===== config.mk =====
export PLATFORM = sky130hd
export DESIGN_NAME = rgb565_crop_to_grayscale_core
export DESIGN_NICKNAME = d
export VERILOG_FILES = /design/src/rtl/rgbcg_pkg.sv /design/src/rtl/rgbcg_cfg.sv /design/src/rtl/rgbcg_track.sv /design/src/rtl/rgbcg_luma.sv /design/src/rtl/rgb565_crop_to_grayscale_core.sv
export SDC_FILE = /design/constraint.sdc
export NUM_CORES = 1
export LEC_CHECK = 0
export BUFFER_PORTS_ARGS = -buffer_cell sky130_fd_sc_hd__buf_2
export CAP_MARGIN = 0
export CORE_MARGIN = 1.5
export CORE_UTILIZATION = 55
export CTS_BUF_LIST = sky130_fd_sc_hd__clkbuf_8
export DETAILED_ROUTE_END_ITERATION = 8
export PLACE_DENSITY = 0.72
export REMOVE_ABC_BUFFERS = 1
export SLEW_MARGIN = 15
export SYNTH_ARGS = -nofsm -noshare
export SYNTH_HDL_FRONTEND = slang
export SYNTH_SLANG_ARGS = --single-unit

===== constraint.sdc =====
create_clock -name clk_i -period 7.8 [get_ports clk_i]
set_input_delay 1.56 -clock clk_i [delete_from_list [all_inputs] [get_ports clk_i]]
set_output_delay 1.56 -clock clk_i [all_outputs]
set_load 0.05 [all_outputs]

===== src/rtl/rgbcg_pkg.sv =====
`default_nettype none
package rgbcg_pkg;

  localparam int unsigned CFG_W      = 10;
  localparam int unsigned CFG_IDX_W  = 3;
  localparam int unsigned BYTE_W     = 8;
  localparam int unsigned PIXEL_W    = 16;
  localparam int unsigned GRAY_W     = 8;
  localparam int unsigned LUMA_SUM_W = 16;

  localparam int unsigned MAX_FRAME_DIM_DEF = 1024;

  localparam logic [CFG_W-1:0] RST_FRAME_WIDTH  = CFG_W'(160);
  localparam logic [CFG_W-1:0] RST_FRAME_HEIGHT = CFG_W'(120);
  localparam logic [CFG_W-1:0] RST_CROP_LEFT    = CFG_W'(32);
  localparam logic [CFG_W-1:0] RST_CROP_TOP     = CFG_W'(12);
  localparam logic [CFG_W-1:0] RST_CROP_WIDTH   = CFG_W'(96);
  localparam logic [CFG_W-1:0] RST_CROP_HEIGHT  = CFG_W'(96);

  // bt.601 integer luma weights, sum is 256
  localparam logic [LUMA_SUM_W-1:0] LUMA_R = LUMA_SUM_W'(77);
  localparam logic [LUMA_SUM_W-1:0] LUMA_G = LUMA_SUM_W'(150);
  localparam logic [LUMA_SUM_W-1:0] LUMA_B = LUMA_SUM_W'(29);

  typedef enum logic [CFG_IDX_W-1:0] {
    REG_FRAME_WIDTH  = 3'd0,
    REG_FRAME_HEIGHT = 3'd1,
    REG_CROP_LEFT    = 3'd2,
    REG_CROP_TOP     = 3'd3,
    REG_CROP_WIDTH   = 3'd4,
    REG_CROP_HEIGHT  = 3'd5
  } cfg_reg_e;

  typedef struct packed {
    logic [CFG_W-1:0] frame_width;
    logic [CFG_W-1:0] frame_height;
    logic [CFG_W-1:0] crop_left;
    logic [CFG_W-1:0] crop_top;
    logic [CFG_W-1:0] crop_width;
    logic [CFG_W-1:0] crop_height;
  } cfg_t;

  typedef struct packed {
    logic               keep;
    logic               row_end;
    logic               frame_end;
    logic [PIXEL_W-1:0] pixel;
  } pix_t;

endpackage
`default_nettype wire


===== src/rtl/rgbcg_cfg.sv =====
`default_nettype none
module rgbcg_cfg (
  input  wire logic                           clk_i,
  input  wire logic                           rst_ni,
  input  wire logic                           cfg_we_i,
  input  wire logic [rgbcg_pkg::CFG_IDX_W-1:0] cfg_index_i,
  input  wire logic [rgbcg_pkg::CFG_W-1:0]     cfg_wdata_i,
  output rgbcg_pkg::cfg_t                     cfg_o
);
  import rgbcg_pkg::*;

  cfg_t cfg_q, cfg_d;

  always_comb begin
    cfg_d = cfg_q;
    if (cfg_we_i) begin
      case (cfg_reg_e'(cfg_index_i))
        REG_FRAME_WIDTH:  cfg_d.frame_width  = cfg_wdata_i;
        REG_FRAME_HEIGHT: cfg_d.frame_height = cfg_wdata_i;
        REG_CROP_LEFT:    cfg_d.crop_left    = cfg_wdata_i;
        REG_CROP_TOP:     cfg_d.crop_top     = cfg_wdata_i;
        REG_CROP_WIDTH:   cfg_d.crop_width   = cfg_wdata_i;
        REG_CROP_HEIGHT:  cfg_d.crop_height  = cfg_wdata_i;
        default:          cfg_d = cfg_q;
      endcase
    end
  end

  always_ff @(posedge clk_i or negedge rst_ni) begin
    if (!rst_ni) begin
      cfg_q.frame_width  <= RST_FRAME_WIDTH;
      cfg_q.frame_height <= RST_FRAME_HEIGHT;
      cfg_q.crop_left    <= RST_CROP_LEFT;
      cfg_q.crop_top     <= RST_CROP_TOP;
      cfg_q.crop_width   <= RST_CROP_WIDTH;
      cfg_q.crop_height  <= RST_CROP_HEIGHT;
    end else begin
      cfg_q <= cfg_d;
    end
  end

  assign cfg_o = cfg_q;

endmodule
`default_nettype wire


===== src/rtl/rgbcg_track.sv =====
`default_nettype none
module rgbcg_track #(
  parameter int unsigned MAX_FRAME_DIM = rgbcg_pkg::MAX_FRAME_DIM_DEF
) (
  input  wire logic                         clk_i,
  input  wire logic                         rst_ni,
  input  wire logic                         accept_i,
  input  wire logic [rgbcg_pkg::BYTE_W-1:0] data_byte_i,
  input  wire logic                         frame_start_i,
  input  wire rgbcg_pkg::cfg_t              cfg_i,
  output rgbcg_pkg::pix_t                   pix_o
);
  import rgbcg_pkg::*;

  localparam int unsigned CNT_W = $clog2(MAX_FRAME_DIM);
  localparam int unsigned CMP_W = (CNT_W + 1 > CFG_W + 1) ? CNT_W + 1 : CFG_W + 1;
  localparam logic [CMP_W-1:0] DIM_MAX = CMP_W'(MAX_FRAME_DIM);
  localparam logic [CMP_W-1:0] ONE     = CMP_W'(1);

  logic              phase_q, phase_d;
  logic [BYTE_W-1:0] hold_q, hold_d;
  logic [CNT_W-1:0]  col_q, col_d;
  logic [CNT_W-1:0]  row_q, row_d;

  logic             phase_eff;
  logic [CMP_W-1:0] fw, fh, fw_raw, fh_raw;
  logic [CMP_W-1:0] col_x, row_x, col_nx, row_nx;
  logic [CMP_W-1:0] col_sum, row_sum, col_stop, row_stop;
  logic             in_window;

  always_comb begin
    fw_raw = CMP_W'(cfg_i.frame_width);
    fh_raw = CMP_W'(cfg_i.frame_height);
    // zero size acts as one, oversize clamps to the counter range
    fw = (fw_raw == '0) ? ONE : ((fw_raw > DIM_MAX) ? DIM_MAX : fw_raw);
    fh = (fh_raw == '0) ? ONE : ((fh_raw > DIM_MAX) ? DIM_MAX : fh_raw);

    col_sum  = CMP_W'(cfg_i.crop_left) + CMP_W'(cfg_i.crop_width);
    row_sum  = CMP_W'(cfg_i.crop_top) + CMP_W'(cfg_i.crop_height);
    col_stop = (col_sum < fw) ? col_sum : fw;
    row_stop = (row_sum < fh) ? row_sum : fh;

    col_x  = CMP_W'(col_q);
    row_x  = CMP_W'(row_q);
    col_nx = col_x + ONE;
    row_nx = row_x + ONE;

    in_window = (col_x >= CMP_W'(cfg_i.crop_left)) && (col_x < col_stop) &&
                (row_x >= CMP_W'(cfg_i.crop_top)) && (row_x < row_stop);

    // frame start forces this byte to be a high byte
    phase_eff = phase_q && !frame_start_i;

    phase_d = phase_q;
    hold_d  = hold_q;
    col_d   = col_q;
    row_d   = row_q;
    if (accept_i) begin
      if (!phase_eff) begin
        phase_d = 1'b1;
        hold_d  = data_byte_i;
        if (frame_start_i) begin
          col_d = '0;
          row_d = '0;
        end
      end else begin
        phase_d = 1'b0;
        if (col_nx >= fw) begin
          col_d = '0;
          row_d = (row_nx >= fh) ? '0 : CNT_W'(row_nx);
        end else begin
          col_d = CNT_W'(col_nx);
        end
      end
    end

    pix_o.keep      = accept_i && phase_eff && in_window;
    pix_o.row_end   = (col_nx == col_stop);
    pix_o.frame_end = (col_nx == col_stop) && (row_nx == row_stop);
    pix_o.pixel     = {hold_q, data_byte_i};
  end

  always_ff @(posedge clk_i or negedge rst_ni) begin
    if (!rst_ni) begin
      phase_q <= 1'b0;
      hold_q  <= '0;
      col_q   <= '0;
      row_q   <= '0;
    end else begin
      phase_q <= phase_d;
      hold_q  <= hold_d;
      col_q   <= col_d;
      row_q   <= row_d;
    end
  end

endmodule
`default_nettype wire


===== src/rtl/rgbcg_luma.sv =====
`default_nettype none
module rgbcg_luma (
  input  wire logic [rgbcg_pkg::PIXEL_W-1:0] pixel_i,
  output logic      [rgbcg_pkg::GRAY_W-1:0]  gray_o
);
  import rgbcg_pkg::*;

  logic [7:0]            r8, g8, b8;
  logic [LUMA_SUM_W-1:0] sum;

  always_comb begin
    r8  = {pixel_i[15:11], 3'b000};
    g8  = {pixel_i[10:5], 2'b00};
    b8  = {pixel_i[4:0], 3'b000};
    // max sum is 64088, fits 16 bits
    sum = LUMA_R * LUMA_SUM_W'(r8) + LUMA_G * LUMA_SUM_W'(g8) + LUMA_B * LUMA_SUM_W'(b8);
    gray_o = sum[LUMA_SUM_W-1 -: GRAY_W];
  end

endmodule
`default_nettype wire


===== src/rtl/rgb565_crop_to_grayscale_core.sv =====
`default_nettype none
// Byte stream of big-endian RGB565 pixels in, 8-bit BT.601 luma out for pixels
// inside the crop window, with row_end and frame_end flags. One byte is taken
// every clock unless stalled; the luma of a pixel sits in the output register
// in the cycle after its low byte is accepted. The only stall is a full output
// register that the sink does not take; the byte pairing and the column/row
// counters advance in the same cycle a byte is accepted. frame_start clears the
// counters and makes its byte a high byte. Configuration writes are registered.
module rgb565_crop_to_grayscale_core #(
  parameter int unsigned MAX_FRAME_DIM = rgbcg_pkg::MAX_FRAME_DIM_DEF
) (
  input  wire logic                            clk_i,
  input  wire logic                            rst_ni,
  input  wire logic                            cfg_we_i,
  input  wire logic [rgbcg_pkg::CFG_IDX_W-1:0] cfg_index_i,
  input  wire logic [rgbcg_pkg::CFG_W-1:0]     cfg_wdata_i,
  input  wire logic                            in_valid_i,
  output logic                                 in_ready_o,
  input  wire logic [rgbcg_pkg::BYTE_W-1:0]    data_byte_i,
  input  wire logic                            frame_start_i,
  output logic                                 out_valid_o,
  input  wire logic                            out_ready_i,
  output logic      [rgbcg_pkg::GRAY_W-1:0]    gray_o,
  output logic                                 row_end_o,
  output logic                                 frame_end_o
);
  import rgbcg_pkg::*;

  cfg_t              cfg;
  pix_t              pix;
  logic              accept;
  logic [GRAY_W-1:0] gray;

  logic              out_valid_q, out_valid_d;
  logic [GRAY_W-1:0] gray_q;
  logic              row_end_q, frame_end_q;

  rgbcg_cfg u_cfg (
    .clk_i       (clk_i),
    .rst_ni      (rst_ni),
    .cfg_we_i    (cfg_we_i),
    .cfg_index_i (cfg_index_i),
    .cfg_wdata_i (cfg_wdata_i),
    .cfg_o       (cfg)
  );

  rgbcg_track #(
    .MAX_FRAME_DIM (MAX_FRAME_DIM)
  ) u_track (
    .clk_i         (clk_i),
    .rst_ni        (rst_ni),
    .accept_i      (accept),
    .data_byte_i   (data_byte_i),
    .frame_start_i (frame_start_i),
    .cfg_i         (cfg),
    .pix_o         (pix)
  );

  rgbcg_luma u_luma (
    .pixel_i (pix.pixel),
    .gray_o  (gray)
  );

  assign in_ready_o = !out_valid_q || out_ready_i;
  assign accept     = in_valid_i && in_ready_o;

  always_comb begin
    out_valid_d = out_valid_q;
    if (accept) begin
      out_valid_d = pix.keep;
    end else if (out_ready_i) begin
      out_valid_d = 1'b0;
    end
  end

  always_ff @(posedge clk_i or negedge rst_ni) begin
    if (!rst_ni) begin
      out_valid_q <= 1'b0;
    end else begin
      out_valid_q <= out_valid_d;
    end
  end

  // payload loads only with a new item
  always_ff @(posedge clk_i) begin
    if (pix.keep) begin
      gray_q      <= gray;
      row_end_q   <= pix.row_end;
      frame_end_q <= pix.frame_end;
    end
  end

  assign out_valid_o = out_valid_q;
  assign gray_o      = gray_q;
  assign row_end_o   = row_end_q;
  assign frame_end_o = frame_end_q;

endmodule
`default_nettype wire


# --- Word level (Yosys, flattened, before mapping) ---
# Cells that the tools add are included.
# W data, S select, Z words.
classes:
  n_lt_le_gt_ge: 10
  n_bitwise: 1
  n_reduce_logical: 25
  eq_ne: 8
  n_mux: 15
  add_sub_neg: 6
  mul: 3
ops:
  columns: ["cell", "count"]
  rows:
  - ["$mux W11", 6]
  - ["$mux W10", 6]
  - ["$add A10 B1 Y11 const B", 2]
  - ["$add A10 B10 Y11", 2]
  - ["$eq A11 B11 Y1", 2]
  - ["$ge A11 B11 Y1", 2]
  - ["$gt A10 B11 Y1 const B", 2]
  - ["$lt A10 B11 Y1", 2]
  - ["$lt A11 B11 Y1", 2]
  - ["$ge A10 B10 Y1", 2]
  - ["$logic_not A10 Y1", 2]
  - ["$add A15 B16 Y16", 1]
  - ["$add A16 B13 Y16", 1]
  - ["$reduce_and A2 Y1", 8]
  - ["$mul A7 B6 Y13 const A", 1]
  - ["$mul A7 B5 Y12 const A", 1]
  - ["$mul A5 B5 Y10 const A", 1]
  - ["$logic_and A1 B1 Y1", 8]
  - ["$eq A3 B2 Y1 const B", 2]
  - ["$eq A3 B3 Y1 const B", 2]
  - ["$reduce_bool A2 Y1", 2]
  - ["$eq A3 B1 Y1 const B", 1]
  - ["$logic_not A3 Y1", 1]
  - ["$mux W1", 3]
  - ["other kinds (5)", 6]
word_totals:
  output_inout_bits: 12
  in_bits: 27
  wordCells: 82
  regBits: 100

# --- Logic depth before layout (Yosys ltp) ---
logic_depth:
  depth_word: 11
  mapped_depth: 25
  depth_no_buf: 24

# --- Modules after synthesis ---
# From an unflattened synthesis, not the netlist that was laid out.
hier_totals:
  cells_unflattened: 921
  area_unflattened_um2: 9502.9
modules_own_cells:
  columns: ["module", "cells_per_inst", "n_inst", "seq_area_each_um2", "area_per_inst_um2"]
  rows:
  - ["rgbcg_track", 534, 1, 725.7, 4600.7]
  - ["rgbcg_cfg", 132, 1, 1517.7, 2301.0]
  - ["rgbcg_luma", 240, 1, 0.0, 2245.9]
  - ["rgb565_crop_to_grayscale_core", 15, 1, 325.3, 355.3]

# --- Least setup slack after synthesis ---
# Ideal clock, no wire load.
synth_timing:
  path_kind: "input -> register"
  start: "in data_byte_i[2] (netlist bit)"
  end: "reg gray_q[7], in the netlist gray_o[7], data pin"
  arrival_time_ns: 5.369
  stages: 19
  required_time_ns: 7.540
  setup_time_ns: 0.260
  path_buffers: 0
  slack_ns: 2.171
  path_cell_list: "ha_1 ha_1 inv_1 fa_1 inv_1 ha_1 a21o_1 a21oi_1 o21bai_1 a21oi_1 xnor2_1 fa_1 ha_1 and2_1 o21ai_0 o21ai_0 nor4_1 nor3_1 xnor2_1"
synth_between:
  elab_chain_cells: 2
synth_lines:
  columns: ["item", "line", "source"]
  rows:
  - ["start: declaration", "rgb565_crop_to_grayscale_core.sv:19", "input wire logic [rgbcg_pkg::BYTE_W-1:0] data_byte_i,"]
  - ["$mul A5 B5 Y10", "rgbcg_luma.sv:16", "sum = LUMA_R * LUMA_SUM_W'(r8) + LUMA_G * LUMA_SUM_W'(g8) + LUMA_B * LUMA_SUM_W'(b8);"]
  - ["$add A16 B13 Y16", "rgbcg_luma.sv:16", null]
  - ["via gray[7]", "rgb565_crop_to_grayscale_core.sv:32", "logic [GRAY_W-1:0] gray;"]
  - ["end signal: assignment", "rgb565_crop_to_grayscale_core.sv:87", "gray_q <= gray;"]
  - ["end: declaration", "rgb565_crop_to_grayscale_core.sv:35", "logic [GRAY_W-1:0] gray_q;"]
# The timed path passes the listed nets, and every way through them passes these cells.
# A chain may end at the register's enable or synchronous reset.

==> impl_metrics.env <==
export IMPL_synth_ff_type="dfrtp_1"
export IMPL_drt_drc_violations_left=0
export IMPL_cts_max_level=3
export IMPL_hold_viol_final=0
export IMPL_syn2layout_area_growth_pct=7.189
export IMPL_dieWidth_um=133.4
export IMPL_grt_pass1_wl_um=34290
export IMPL_path_clk_slew_ns=0.10
export IMPL_std_cell_rows=47
export IMPL_max_slew_margin=0.3307
export IMPL_maxCapViolations=0
export IMPL_routed_via_density=5.641
export IMPL_ant_nets=0
export IMPL_r2r_start="u_cfg.cfg_o[30]"
export IMPL_setup_viol_count_final=0
export IMPL_root_buffer="clkbuf_8"
export IMPL_core_mm2=0.01658
export IMPL_wirelength_um=20310
export IMPL_hold_path_depth=1
export IMPL_crit_path_end_kind="flip-flop"
export IMPL_fin_nets=1243
export IMPL_synth_most_common_cell="ha_1"
export IMPL_gp_congestion=0.8888
export IMPL_criticalPathCategory="flip-flop to flip-flop"
export IMPL_synth_area_per_cell_um2=9.616
export IMPL_path_max_fanout=10
export IMPL_hpwl_um=16520
export IMPL_ys_warn_count=0
export IMPL_grt_pass1_vias=6942
export IMPL_synth_cell_types=61
export IMPL_leakage_nw=5.096
export IMPL_synth_top_area_frac=0.2396
export IMPL_async_reset_ff_frac=0.9000
export IMPL_worst_path_buf_inv=0
export IMPL_post_route_min_period_ns=6.229
export IMPL_cellPowerDensity_mw_per_mm2=346.6
export IMPL_cts_tree="yes"
export IMPL_vdd_ir_drop_max_mv=0.2846
export IMPL_port_buffers=38
export IMPL_synth_edf_count=10
export IMPL_reg2regPathDepth=23
export IMPL_hold_end="u_cfg.cfg_o[18]"
export IMPL_clock_skew_ns=0.009511
export IMPL_ys_seq_area_frac=0.2748
export IMPL_grt_max_degree=56
export IMPL_syn_inst=972
export IMPL_maxSlewViolCount=0
export IMPL_fmax_mhz=160.5
export IMPL_drt_initial_drc_count=323
export IMPL_cts_resized_gates=0
export IMPL_yosys_top_cells_area="ha_1 24%, dfrtp_1 21%, fa_1 4.9%, inv_1 4.9%, mux2_2 4.2%"
export IMPL_hold_class="flip-flop to flip-flop"
export IMPL_worst_pin_slew_ns=0.9985
export IMPL_hold_buffers=0
export IMPL_die_h_um=133.4
export IMPL_status="complete, no violations"
export IMPL_crit_path_cell_trace="ha_1 -> fa_1 -> a211oi_1 -> o21bai_1 -> a21o_1 -> o311ai_0 -> and2_1 -> ha_1 -> a21o_1 -> a211o_1 -> a221oi_2 -> nand3_1 -> mux2i_1 -> ha_1 -> nor2b_1 -> o21a_1 -> o21a_1 -> o211ai_1 -> a21o_1 -> a21boi_0 -> o21ai_0 -> nand3_1 -> nor2_1"
export IMPL_r2r_setup_slack_ns=1.57
export IMPL_required_ns=7.82
export IMPL_crit_family="compound AO/OA/AOI/OAI gates"
export IMPL_die_area_mm2=0.01778
export IMPL_tns_ns=0
export IMPL_syn_area_mm2=0.009346
export IMPL_io_pins=39
export IMPL_finalCritPeriodShare=0.7986
export IMPL_cts_inserted_buffers=9
export IMPL_clock_sinks=100
export IMPL_crit_arrival_ns=6.25
export IMPL_start_kind="flip-flop"
export IMPL_grt_ovfl_total=0
export IMPL_yosysTopAreaCell="ha_1"
export IMPL_clkLatencyLatePin_ns=0.40
export IMPL_wl_per_cell_um=16.36
export IMPL_crit_start="u_cfg.cfg_o[30]"
export IMPL_drt_pass1_iterations=4
export IMPL_hold_start="u_cfg.cfg_o[18]"
export IMPL_postCtsSetupRepairBufs=0
export IMPL_cts_buffer_depth=2
export IMPL_rsz0062_at_grt="false"
export IMPL_vias=7001
export IMPL_synthTopCellsByCount="179 x ha_1, 121 x inv_1, 77 x dfrtp_1"
export IMPL_ys_seq_elements=100
export IMPL_path_depth=23
export IMPL_layout_drive_gt1_share=0.1197
export IMPL_worst_path_largest_cell_delay_ns=0.75
export IMPL_grt_usage=0.2432
export IMPL_antenna_found_initial=3
export IMPL_whs_ns=0.5226
export IMPL_r2r_end="gray_o[4]"
export IMPL_cp_slowest_cell="nor2_1"
export IMPL_start_util=0.5636
kinds of logic (layout without fill, tap and decap cells):
family / count (synthesis) / in the layout / share of synthesized area
other: 0 / 2 / 0
flip-flops: 100 / 100 / 0.2748
buffers and inverters: 133 / 180 / 0.05448
AND/OR/NAND/NOR: 192 / 192 / 0.1063
XOR/XNOR: 73 / 73 / 0.06841
AO/OA/AOI/OAI: 221 / 221 / 0.1474
multiplexers: 51 / 51 / 0.05970
adder cells (fa/ha/maj): 202 / 202 / 0.2889
cell type report:
cell class	count	area (um^2)
Sequential cell	100	2569
Fill cell	1453	6565
Timing Repair Buffer	43	230.2
Multi-Input combinational cell	739	6284
Inverter	121	454.2
Antenna cell	2	5.005
Clock buffer	10	137.6
Clock inverter	6	63.81
Tap cell	220	275.3
power breakdown:
part / switching [mW] / internal [mW] / leakage [nW] / total, mW
logic: 1.28 / 1.07 / 3.80 / 2.35
clock network: 0.197 / 0.157 / 0.0983 / 0.354
registers: 0.0717 / 0.696 / 1.19 / 0.768
total: 1.55 / 1.92 / 5.10 / 3.47
through the flow:
stage	setup WS, ns	cell area (um^2)	cells	utilization	power, mW
final	1.571	10020	1241	0.6041	3.473
after global routing	1.054	10020	1241	0.6041	3.836
after CTS	1.580	10010	1239	0.6038	3.484
after detailed placement	1.605	9812	1223	0.5917	3.114
after global placement	1.708	9812	1223	0.5917	3.044
after floorplan	2.171	9291	960	-	2.622
cells in the final DEF (no fill, tap or decap), drive strengths merged, types with 15 or more instances in the layout:
| cell | count |
|---|---|
| nand2 | 59 |
| fa | 23 |
| xor2 | 29 |
| dfrtp | 77 |
| o21ai | 79 |
| nand3 | 22 |
| and3 | 16 |
| buf | 43 |
| nor2 | 23 |
| inv | 121 |
| nand2b | 16 |
| mux2i | 16 |
| ha | 179 |
| a21o | 24 |
| mux2 | 35 |
| a21oi | 50 |
| xnor2 | 44 |
| nor3 | 15 |
routing by layer:
metal,share of wire,GRT usage,up-vias
met5,0.00064,0,-
met4,0.0092,0.04589,2
met3,0.046,0.05518,15
met2,0.46,0.4047,108
met1,0.48,0.3277,3357
li1,-,-,3519
sequential cells by signal (all words and copies together) (netlist names):
signal and flops:
u_cfg.cfg_o 60, u_track.col_q 10, u_track.row_q 10, gray_o 8, u_track.hold_q 8, frame_end_o 1
out_valid_o 1, row_end_o 1, u_track.phase_q 1
how the worst max path moves through the flow:
stage / endpoint / slack, ns
global route: gray_o[4] / 1.05
finish: gray_o[4] / 1.57
detailed placement: gray_o[5] / 1.60
global placement: gray_o[7] / 1.71
CTS: gray_o[5] / 1.58
floorplan: gray_o[7] / 2.17
Power figures use the tool's default switching activity.
